File: src/design/mrfc_pkg.sv
// Package for the Modbus request frame checker.
// Holds the shared constants, error codes and the frame summary type.
// No dependencies.
package mrfc_pkg;

    localparam logic [15:0] CRC_INIT          = 16'hFFFF;
    localparam logic [15:0] CRC_POLY          = 16'hA001;
    localparam logic [7:0]  FUNC_READ_HOLDING = 8'd3;
    localparam logic [7:0]  FUNC_READ_INPUT   = 8'd4;
    localparam logic [3:0]  HEADER_BYTES      = 4'd6;
    localparam logic [3:0]  NEED_RTU          = 4'd8;
    localparam logic [3:0]  NEED_ASCII        = 4'd7;
    localparam logic [3:0]  POS_MAX           = 4'd15;
    localparam logic [3:0]  POS_ADDR          = 4'd0;
    localparam logic [3:0]  POS_FUNC          = 4'd1;
    localparam logic [3:0]  POS_START_LO      = 4'd3;
    localparam logic [3:0]  POS_COUNT_LO      = 4'd5;
    localparam logic [3:0]  POS_CHK0          = 4'd6;
    localparam logic [3:0]  POS_CHK1          = 4'd7;

    localparam logic [7:0] OWN_ADDRESS_RST     = 8'd1;
    localparam logic       ASCII_MODE_RST      = 1'b0;
    localparam logic [7:0] INPUT_REG_TOTAL_RST = 8'd8;

    localparam int QUEUE_DEPTH = 2;

    typedef enum logic [1:0] {
        CFG_OWN_ADDRESS     = 2'd0,
        CFG_ASCII_MODE      = 2'd1,
        CFG_INPUT_REG_TOTAL = 2'd2
    } cfg_index_t;

    typedef enum logic [2:0] {
        ERR_NONE     = 3'd0,
        ERR_CHECKSUM = 3'd1,
        ERR_ADDRESS  = 3'd2,
        ERR_FUNCTION = 3'd3,
        ERR_START    = 3'd4,
        ERR_SHORT    = 3'd5
    } err_code_t;

    typedef struct packed {
        logic [7:0] own_address;
        logic       ascii_mode;
        logic [7:0] input_reg_total;
    } cfg_t;

    typedef struct packed {
        logic [3:0]  length;
        logic [15:0] crc;
        logic [7:0]  lrc;
        logic [7:0]  address;
        logic [7:0]  func;
        logic [7:0]  start;
        logic [7:0]  count;
        logic [7:0]  chk0;
        logic [7:0]  chk1;
    } frame_sum_t;

endpackage

File: src/design/mrfc_back.sv
// Back end of the Modbus request frame checker: runs the frame checks on a
// summary, clamps the register count and holds the result word.
// Depends on mrfc_pkg.
module mrfc_back (
    input  logic                 aclk,
    input  logic                 aresetn,
    input  mrfc_pkg::cfg_t       cfg,
    input  logic                 sum_valid,
    input  mrfc_pkg::frame_sum_t sum,
    output logic                 pop,
    output logic                 out_valid,
    input  logic                 out_ready,
    output logic                 request_ok,
    output logic [2:0]           error_code,
    output logic [7:0]           function_code,
    output logic [7:0]           start_register,
    output logic [7:0]           register_count
);

    logic                valid_reg, valid_next;
    mrfc_pkg::err_code_t err_reg,   err_next;
    logic [7:0]          func_reg,  func_next;
    logic [7:0]          start_reg, start_next;
    logic [7:0]          count_reg, count_next;
    logic [3:0]          need;
    logic [7:0]          lrc_final;
    logic [8:0]          span;
    logic                chk_bad;

    assign pop       = sum_valid && (!valid_reg || out_ready);
    assign need      = cfg.ascii_mode ? mrfc_pkg::NEED_ASCII : mrfc_pkg::NEED_RTU;
    assign lrc_final = 8'd0 - sum.lrc;
    assign span      = {1'b0, sum.start} + {1'b0, sum.count};
    assign chk_bad   = cfg.ascii_mode ? (lrc_final != sum.chk0)
                                      : (sum.crc[7:0] != sum.chk0 || sum.crc[15:8] != sum.chk1);

    always_comb begin
        err_next   = mrfc_pkg::ERR_NONE;
        func_next  = sum.func;
        start_next = sum.start;
        count_next = sum.count;
        if (sum.length < need) begin
            err_next   = mrfc_pkg::ERR_SHORT;
            func_next  = 8'd0;
            start_next = 8'd0;
            count_next = 8'd0;
        end else if (chk_bad) begin
            err_next = mrfc_pkg::ERR_CHECKSUM;
        end else if (sum.address != cfg.own_address) begin
            err_next = mrfc_pkg::ERR_ADDRESS;
        end else if (sum.func != mrfc_pkg::FUNC_READ_HOLDING &&
                     sum.func != mrfc_pkg::FUNC_READ_INPUT) begin
            err_next = mrfc_pkg::ERR_FUNCTION;
        end else if (sum.func == mrfc_pkg::FUNC_READ_INPUT &&
                     span > {1'b0, cfg.input_reg_total}) begin
            if (sum.start > cfg.input_reg_total) begin
                err_next = mrfc_pkg::ERR_START;
            end else begin
                count_next = cfg.input_reg_total - sum.start;
            end
        end
    end

    always_comb begin
        valid_next = valid_reg;
        if (pop) begin
            valid_next = 1'b1;
        end else if (out_ready) begin
            valid_next = 1'b0;
        end
    end

    always_ff @(posedge aclk) begin
        if (!aresetn) begin
            valid_reg <= 1'b0;
        end else begin
            valid_reg <= valid_next;
        end
    end

    always_ff @(posedge aclk) begin
        if (pop) begin
            err_reg   <= err_next;
            func_reg  <= func_next;
            start_reg <= start_next;
            count_reg <= count_next;
        end
    end

    assign out_valid      = valid_reg;
    assign request_ok     = (err_reg == mrfc_pkg::ERR_NONE);
    assign error_code     = err_reg;
    assign function_code  = func_reg;
    assign start_register = start_reg;
    assign register_count = count_reg;

endmodule
File: config.mk
export PLATFORM = sky130hd
export DESIGN_NAME = mrfc_back
export DESIGN_NICKNAME = d
export VERILOG_FILES = /design/src/design/mrfc_pkg.sv /design/src/design/mrfc_back.sv
export SDC_FILE = /design/constraint.sdc
export NUM_CORES = 1
export LEC_CHECK = 0
export ABC_AREA = 1
export BUFFER_PORTS_ARGS = -buffer_cell sky130_fd_sc_hd__buf_4
export CORE_AREA = 2 2 83 85
export CTS_BUF_LIST = sky130_fd_sc_hd__clkbuf_4
export DETAILED_ROUTE_END_ITERATION = 8
export DIE_AREA = 0 0 85 87
export PLACE_DENSITY = 0.77
export SETUP_SLACK_MARGIN = 0.02
export SLEW_MARGIN = 15
export SYNTH_ARGS = -nofsm -noshare
export SYNTH_HDL_FRONTEND = slang
export SYNTH_SLANG_ARGS = --single-unit
File: constraint.sdc
create_clock -name aclk -period 5.2 [get_ports aclk]
set_input_delay 0.52 -clock aclk [delete_from_list [all_inputs] [get_ports aclk]]
set_output_delay 0.52 -clock aclk [all_outputs]
set_load 0.01 [all_outputs]
# Yosys cells after proc, flatten, opt, wreduce, memory -nomap -nowiden

Index checks and enable logic that the tools add are counted.

Mux-type cells: 14
Eq/ne operators: 7
Reduce and logical (&&, ||, !) cells: 9
Add/sub/neg operators: 3
Order comparisons: 3

Operators with widths:

| kind                  | number |
|---|---|
| $mux W8               | 5 |
| $ne A8 B8 Y1          | 4 |
| $mux W3               | 5 |
| $add A8 B8 Y9         | 1 |
| $gt A9 B8 Y1          | 1 |
| $eq A8 B3 Y1 const B  | 1 |
| $gt A8 B8 Y1          | 1 |
| $ne A8 B2 Y1 const B  | 1 |
| $ne A8 B3 Y1 const B  | 1 |
| $sub A1 B8 Y8 const A | 1 |
| $sub A8 B8 Y8         | 1 |
| $lt A4 B4 Y1          | 1 |
| $mux W4               | 1 |
| $logic_and A1 B1 Y1   | 3 |
| $logic_not A3 Y1      | 1 |
| $mux W1               | 3 |
| $logic_or A1 B1 Y1    | 2 |
| $reduce_bool A2 Y1    | 1 |
| $reduce_or A2 Y1      | 1 |
| $logic_not A1 Y1      | 1 |

Bits in registers: 28
Output and inout port bits: 30
Word-level logic and storage cells: 42

# Logic depth before layout (Yosys ltp)

Word-level depth: 7
Depth in mapped cells: 20

# Worst setup path after synthesis

OpenSTA, ideal clock, no wires.

Kind: input -> register
Start point: input port sum[16] (netlist name)
End point: register count_reg[1], in the netlist register_count[1], data pin
Library setup time: 0.254 ns
Stages on the path: 16
Setup slack: 2.099 ns
Arrival time: 2.847 ns
Cell sequence: ha_1 inv_1 fa_1 o21ai_0 a31oi_1 xnor2_1 ha_1 and3_1 o21ai_0 nand2_1 nand2_1 nand2_1 nand4_4 buf_6 o21bai_1 nor2_1

Cells in the longest elaborated chain, start to end: 7

RTL lines:

| item                 | line            | text |
|---|---|---|
| start, declared      | mrfc_back.sv:9  | `input mrfc_pkg::frame_sum_t sum,` |
| $add A8 B8 Y9        | mrfc_back.sv:33 | `assign span = {1'b0, sum.start} + {1'b0, sum.count};` |
| $gt A9 B8 Y1         | mrfc_back.sv:55 | `span > {1'b0, cfg.input_reg_total}) begin` |
| $logic_and A1 B1 Y1  | mrfc_back.sv:54 | `end else if (sum.func == mrfc_pkg::FUNC_READ_INPUT &&` |
| $mux W8              | mrfc_back.sv:54 |  |
| $mux W8              | mrfc_back.sv:51 | `end else if (sum.func != mrfc_pkg::FUNC_READ_HOLDING &&` |
| $mux W8              | mrfc_back.sv:49 | `end else if (sum.address != cfg.own_address) begin` |
| $mux W8              | mrfc_back.sv:47 | `end else if (chk_bad) begin` |
| end signal, assigned | mrfc_back.sv:86 | `count_reg <= count_next;` |
| end, declared        | mrfc_back.sv:24 | `logic [7:0] count_reg, count_next;` |

Every way passes these cells.
A chain may end at the register's enable or synchronous reset.

# Worst setup path after layout

Start point: input port sum[24] (netlist name)
End point: register count_reg[1], in the netlist register_count[1], data pin

Cells in the longest elaborated chain, start to end: 7
Elaborated cells between the ends (all ways): 10
Those cells by class: add/sub (2); order compare (2); mux (5); reduce/logical (1)

RTL lines:

| item                | line |
|---|---|
| $add A8 B8 Y9       | mrfc_back.sv:33 |
| $gt A9 B8 Y1        | mrfc_back.sv:55 |
| $logic_and A1 B1 Y1 | mrfc_back.sv:54 |
| $mux W8 *           | mrfc_back.sv:54 |
| $mux W8 *           | mrfc_back.sv:51 |
| $mux W8 *           | mrfc_back.sv:49 |
| $mux W8 *           | mrfc_back.sv:47 |

Mark *: on every way between the ends. The rest lies on a longest branch, timed or not.

==> metrics.yaml <==
setup_path:
  cp_max_fo: 14
  slowest_delay_ns: 0.39
  cp_cell_sequence: "buf_4, ha_1, inv_1, fa_1, o21ai_0, a31oi_1, xnor2_1, ha_1, and3_1, o21ai_0, nand2_1, nand2_1, nand2_1, nand4_4, o21bai_1, nor2_1"
  worstPathArrival_ns: 3.18
  end_kind: "flop"
  crit_top_cell: "nand2_1"
  crit_required_ns: 5.30
  startpoint_type: "input port"
  r2r-start: "out_valid"
  startpoint: "sum[24]"
  crit_slowest_cell: "fa_1"
  crit_family: "adder cells"
  crit_type: "input port to flop"
  crit_buf_inv: 2
finish:
  antenna_cells: 0
  nets: 640
  stdcell_count: 592
  drive_above_1_share: 0.283
  fill_cells: 589
  area_delta_synth_final_pct: 38.9
grt:
  grt_busiest_layer: "met2"
  grt_pass1_vias: 2653
  use_met2: 0.332
  grt.total_usage: 0.179
  grt_max_degree: 29
  overflow: 0
  grt_util_met3: 0.0123
  grt_use_met1: 0.227
  antenna_found_initial: 0
  grt_pass1_wl_mm: 11.1
sta:
  max_freq_mhz: 324
  hold_viol: 0
  period_minus_slack_ns: 3.08
  post-route-period-util: 0.593
  holdWs_ns: 0.443
  relSlewSlack: 0.686
  setup_viol: 0
  setup_ws_ns: 2.12
  rsz0062_at_grt: "no"
  finalMaxSlewViolations: 0
  setup_tns_ns: 0
  tightest_slew_ns: 0.468
  clock-skew-final_ns: 0.00652
clock_tree:
  clock_path_buffers: 2
  htreeDepth: 1
  cts_tree: "built"
  cts.clk_slew.worst_paths_ns: 0.15
  insertion_delay_ns: 0.32
  cts_resized: 0
  hold_buffers: 0
  cts-buffers-inserted: 3
  clkSinkCount: 28
  root_buffer: "clkbuf_4"
  cts_setup_buffers: 0
floorplan:
  core_um2: 6570
  initial_core_util: 0.428
  io_pins: 127
  rows: 30
  dieArea_um2: 7400
  die_x_um: 85
  die_y_um: 87
run_status:
  status: "completed"
run:
  max_cap_viol_count: 0
power:
  p_leak_uw: 0.00209
  p_per_area_nw_per_um2: 180
  p_total_uw: 703
  ir_worst_vdd_mv: 0.151
routing:
  drt-vias-per-instance: 4.71
  ant_nets: 0
  wl_per_cell_um: 11.5
  routed_wl_mm: 6.81
  vias: 2786
  drc_errors: 0
  firstDrtPassIters: 4
  drtIter0Drc: 131
logic_synthesis:
  syn_area_per_cell_um2: 7.34
  yosysUniqueCellTypes: 37
  syn_nets: 510
  ys_warn_count: 0
  syn_inst: 383
  synth-seq-cells: 28
  netlist_area_um2: 2810
  seq_area_frac_synth: 0.295
placement:
  port_buffers: 126
  place_congestion: 0.870
  dpl.cell_count: 588
  hpwl_mm: 6.01
  preCtsSetupSlack_ns: 1.75
hold_path:
  hold_class: "input port to flop"
  min_from: "aresetn"
==> per-layer routing <==
layer | up-vias | wire length, um | part of all wire
met4 | 0 | 77 | 0.011
met1 | 1197 | 2860 | 0.42
met5 | - | 0 | 0
met3 | 10 | 411 | 0.060
li1 | 1485 | - | -
met2 | 94 | 3460 | 0.51
==> kinds of logic (layout without fill, tap and decap cells) <==
kind of cell | Yosys count | in the layout | synth area share
AND/OR/NAND/NOR | 175 | 175 | 0.274
adder cells (fa/ha/maj) | 30 | 30 | 0.139
XOR/XNOR | 30 | 30 | 0.0934
AO/OA/AOI/OAI | 44 | 44 | 0.0943
buffers and inverters | 76 | 205 | 0.104
flip-flops | 28 | 28 | 0.295
==> through the flow <==
| stage | instance area (um^2) | util |
|---|---|---|
| floorplan | 2810 | - |
| global placement | 3850 | 0.587 |
| detailed placement | 3850 | 0.587 |
| CTS | 3910 | 0.595 |
| global route | 3910 | 0.595 |
| finish | 3910 | 0.595 |
==> worst paths after layout <==
check / end / slack, ns / cells past startpoint
worst max-delay path: register_count[1] / 2.12 / 16
worst min-delay path: out_valid / 0.44 / 2
worst max register to register: error_code[2] / 4.06 / 2
worst min register to register: out_valid / 0.52 / 2
==> worst reg2reg max path: cells and delay by family (launching register included) <==
family | cells | cell delay, ns
buf+inv | 1 | 0.33
flops | 1 | 0.36
compound gates | 1 | 0.13
==> cells in the mapped netlist <==
cell type	count	share of area
nand2_1	84	0.11
inv_1	73	0.097
nor2_1	48	0.064
ha_1	28	0.12
edfxtp_1	27	0.29
a21oi_1	20	0.036
nand3_1	15	0.027
xnor2_1	15	0.047
xor2_1	15	0.047
o21ai_0	10	0.018
nand4_1	5	0.011
nor3_1	5	0.0089
nor2_2	4	0.0089
or2_2	3	0.0067
a21o_1	2	0.0053
a31oi_1	2	0.0044
fa_1	2	0.014
nand3b_1	2	0.0053
nor4_1	2	0.0044
o211ai_1	2	0.0053
o21ai_1	2	0.0036
o21bai_1	2	0.0053
a21boi_0	1	0.0027
and3_1	1	0.0022
buf_6	1	0.0040
clkbuf_1	1	0.0013
clkinv_1	1	0.0013
dfxtp_1	1	0.0071
nand2_2	1	0.0022
nand2_4	1	0.0040
nand3_2	1	0.0036
nand3b_2	1	0.0040
nand4_4	1	0.0076
o21a_1	1	0.0027
o22ai_1	1	0.0022
o311ai_4	1	0.0093
or2_1	1	0.0022
==> power by group <==
group	total [uW]	leakage, uW	switching, uW	internal, uW
registers	274	0.000275	5.28	269
clock network	138	0.0000279	60.4	77.9
logic	290	0.00179	149	142
total	703	0.00209	214	489
==> registers in the layout, indices dropped and copies added, names as in the netlist <==
name            flops
function_code       8
register_count      8
error_code          3
start_register      8
out_valid           1
==> cell usage in the layout (no fill, tap or decap), types with 2 or more instances in the layout <==
master	n
nor2_2	4
xnor2_1	15
nand3b_1	2
o211ai_1	2
xor2_1	15
a21o_1	2
fa_1	2
a31oi_1	2
nor3_1	5
nor2_1	48
ha_1	28
o21ai_1	2
or2_2	3
nand3_1	15
nand2_1	84
clkbuf_4	3
nand4_1	5
edfxtp_1	27
o21bai_1	2
o21ai_0	10
buf_4	127
a21oi_1	19
inv_1	73
nor4_1	2
==> area by class of cell <==
cell class | count | area [um^2] | share of cell area
multi-input cells | 279 | 1690 | 0.433
flip-flops and latches | 28 | 831 | 0.213
repair buffers | 127 | 953 | 0.244
clock inverters | 1 | 30.0 | 0.00768
inverters | 74 | 278 | 0.0711
well taps | 80 | 100 | 0.0256
clock buffers | 3 | 22.5 | 0.00576
No activity file was read; power rests on OpenSTA's default activity.
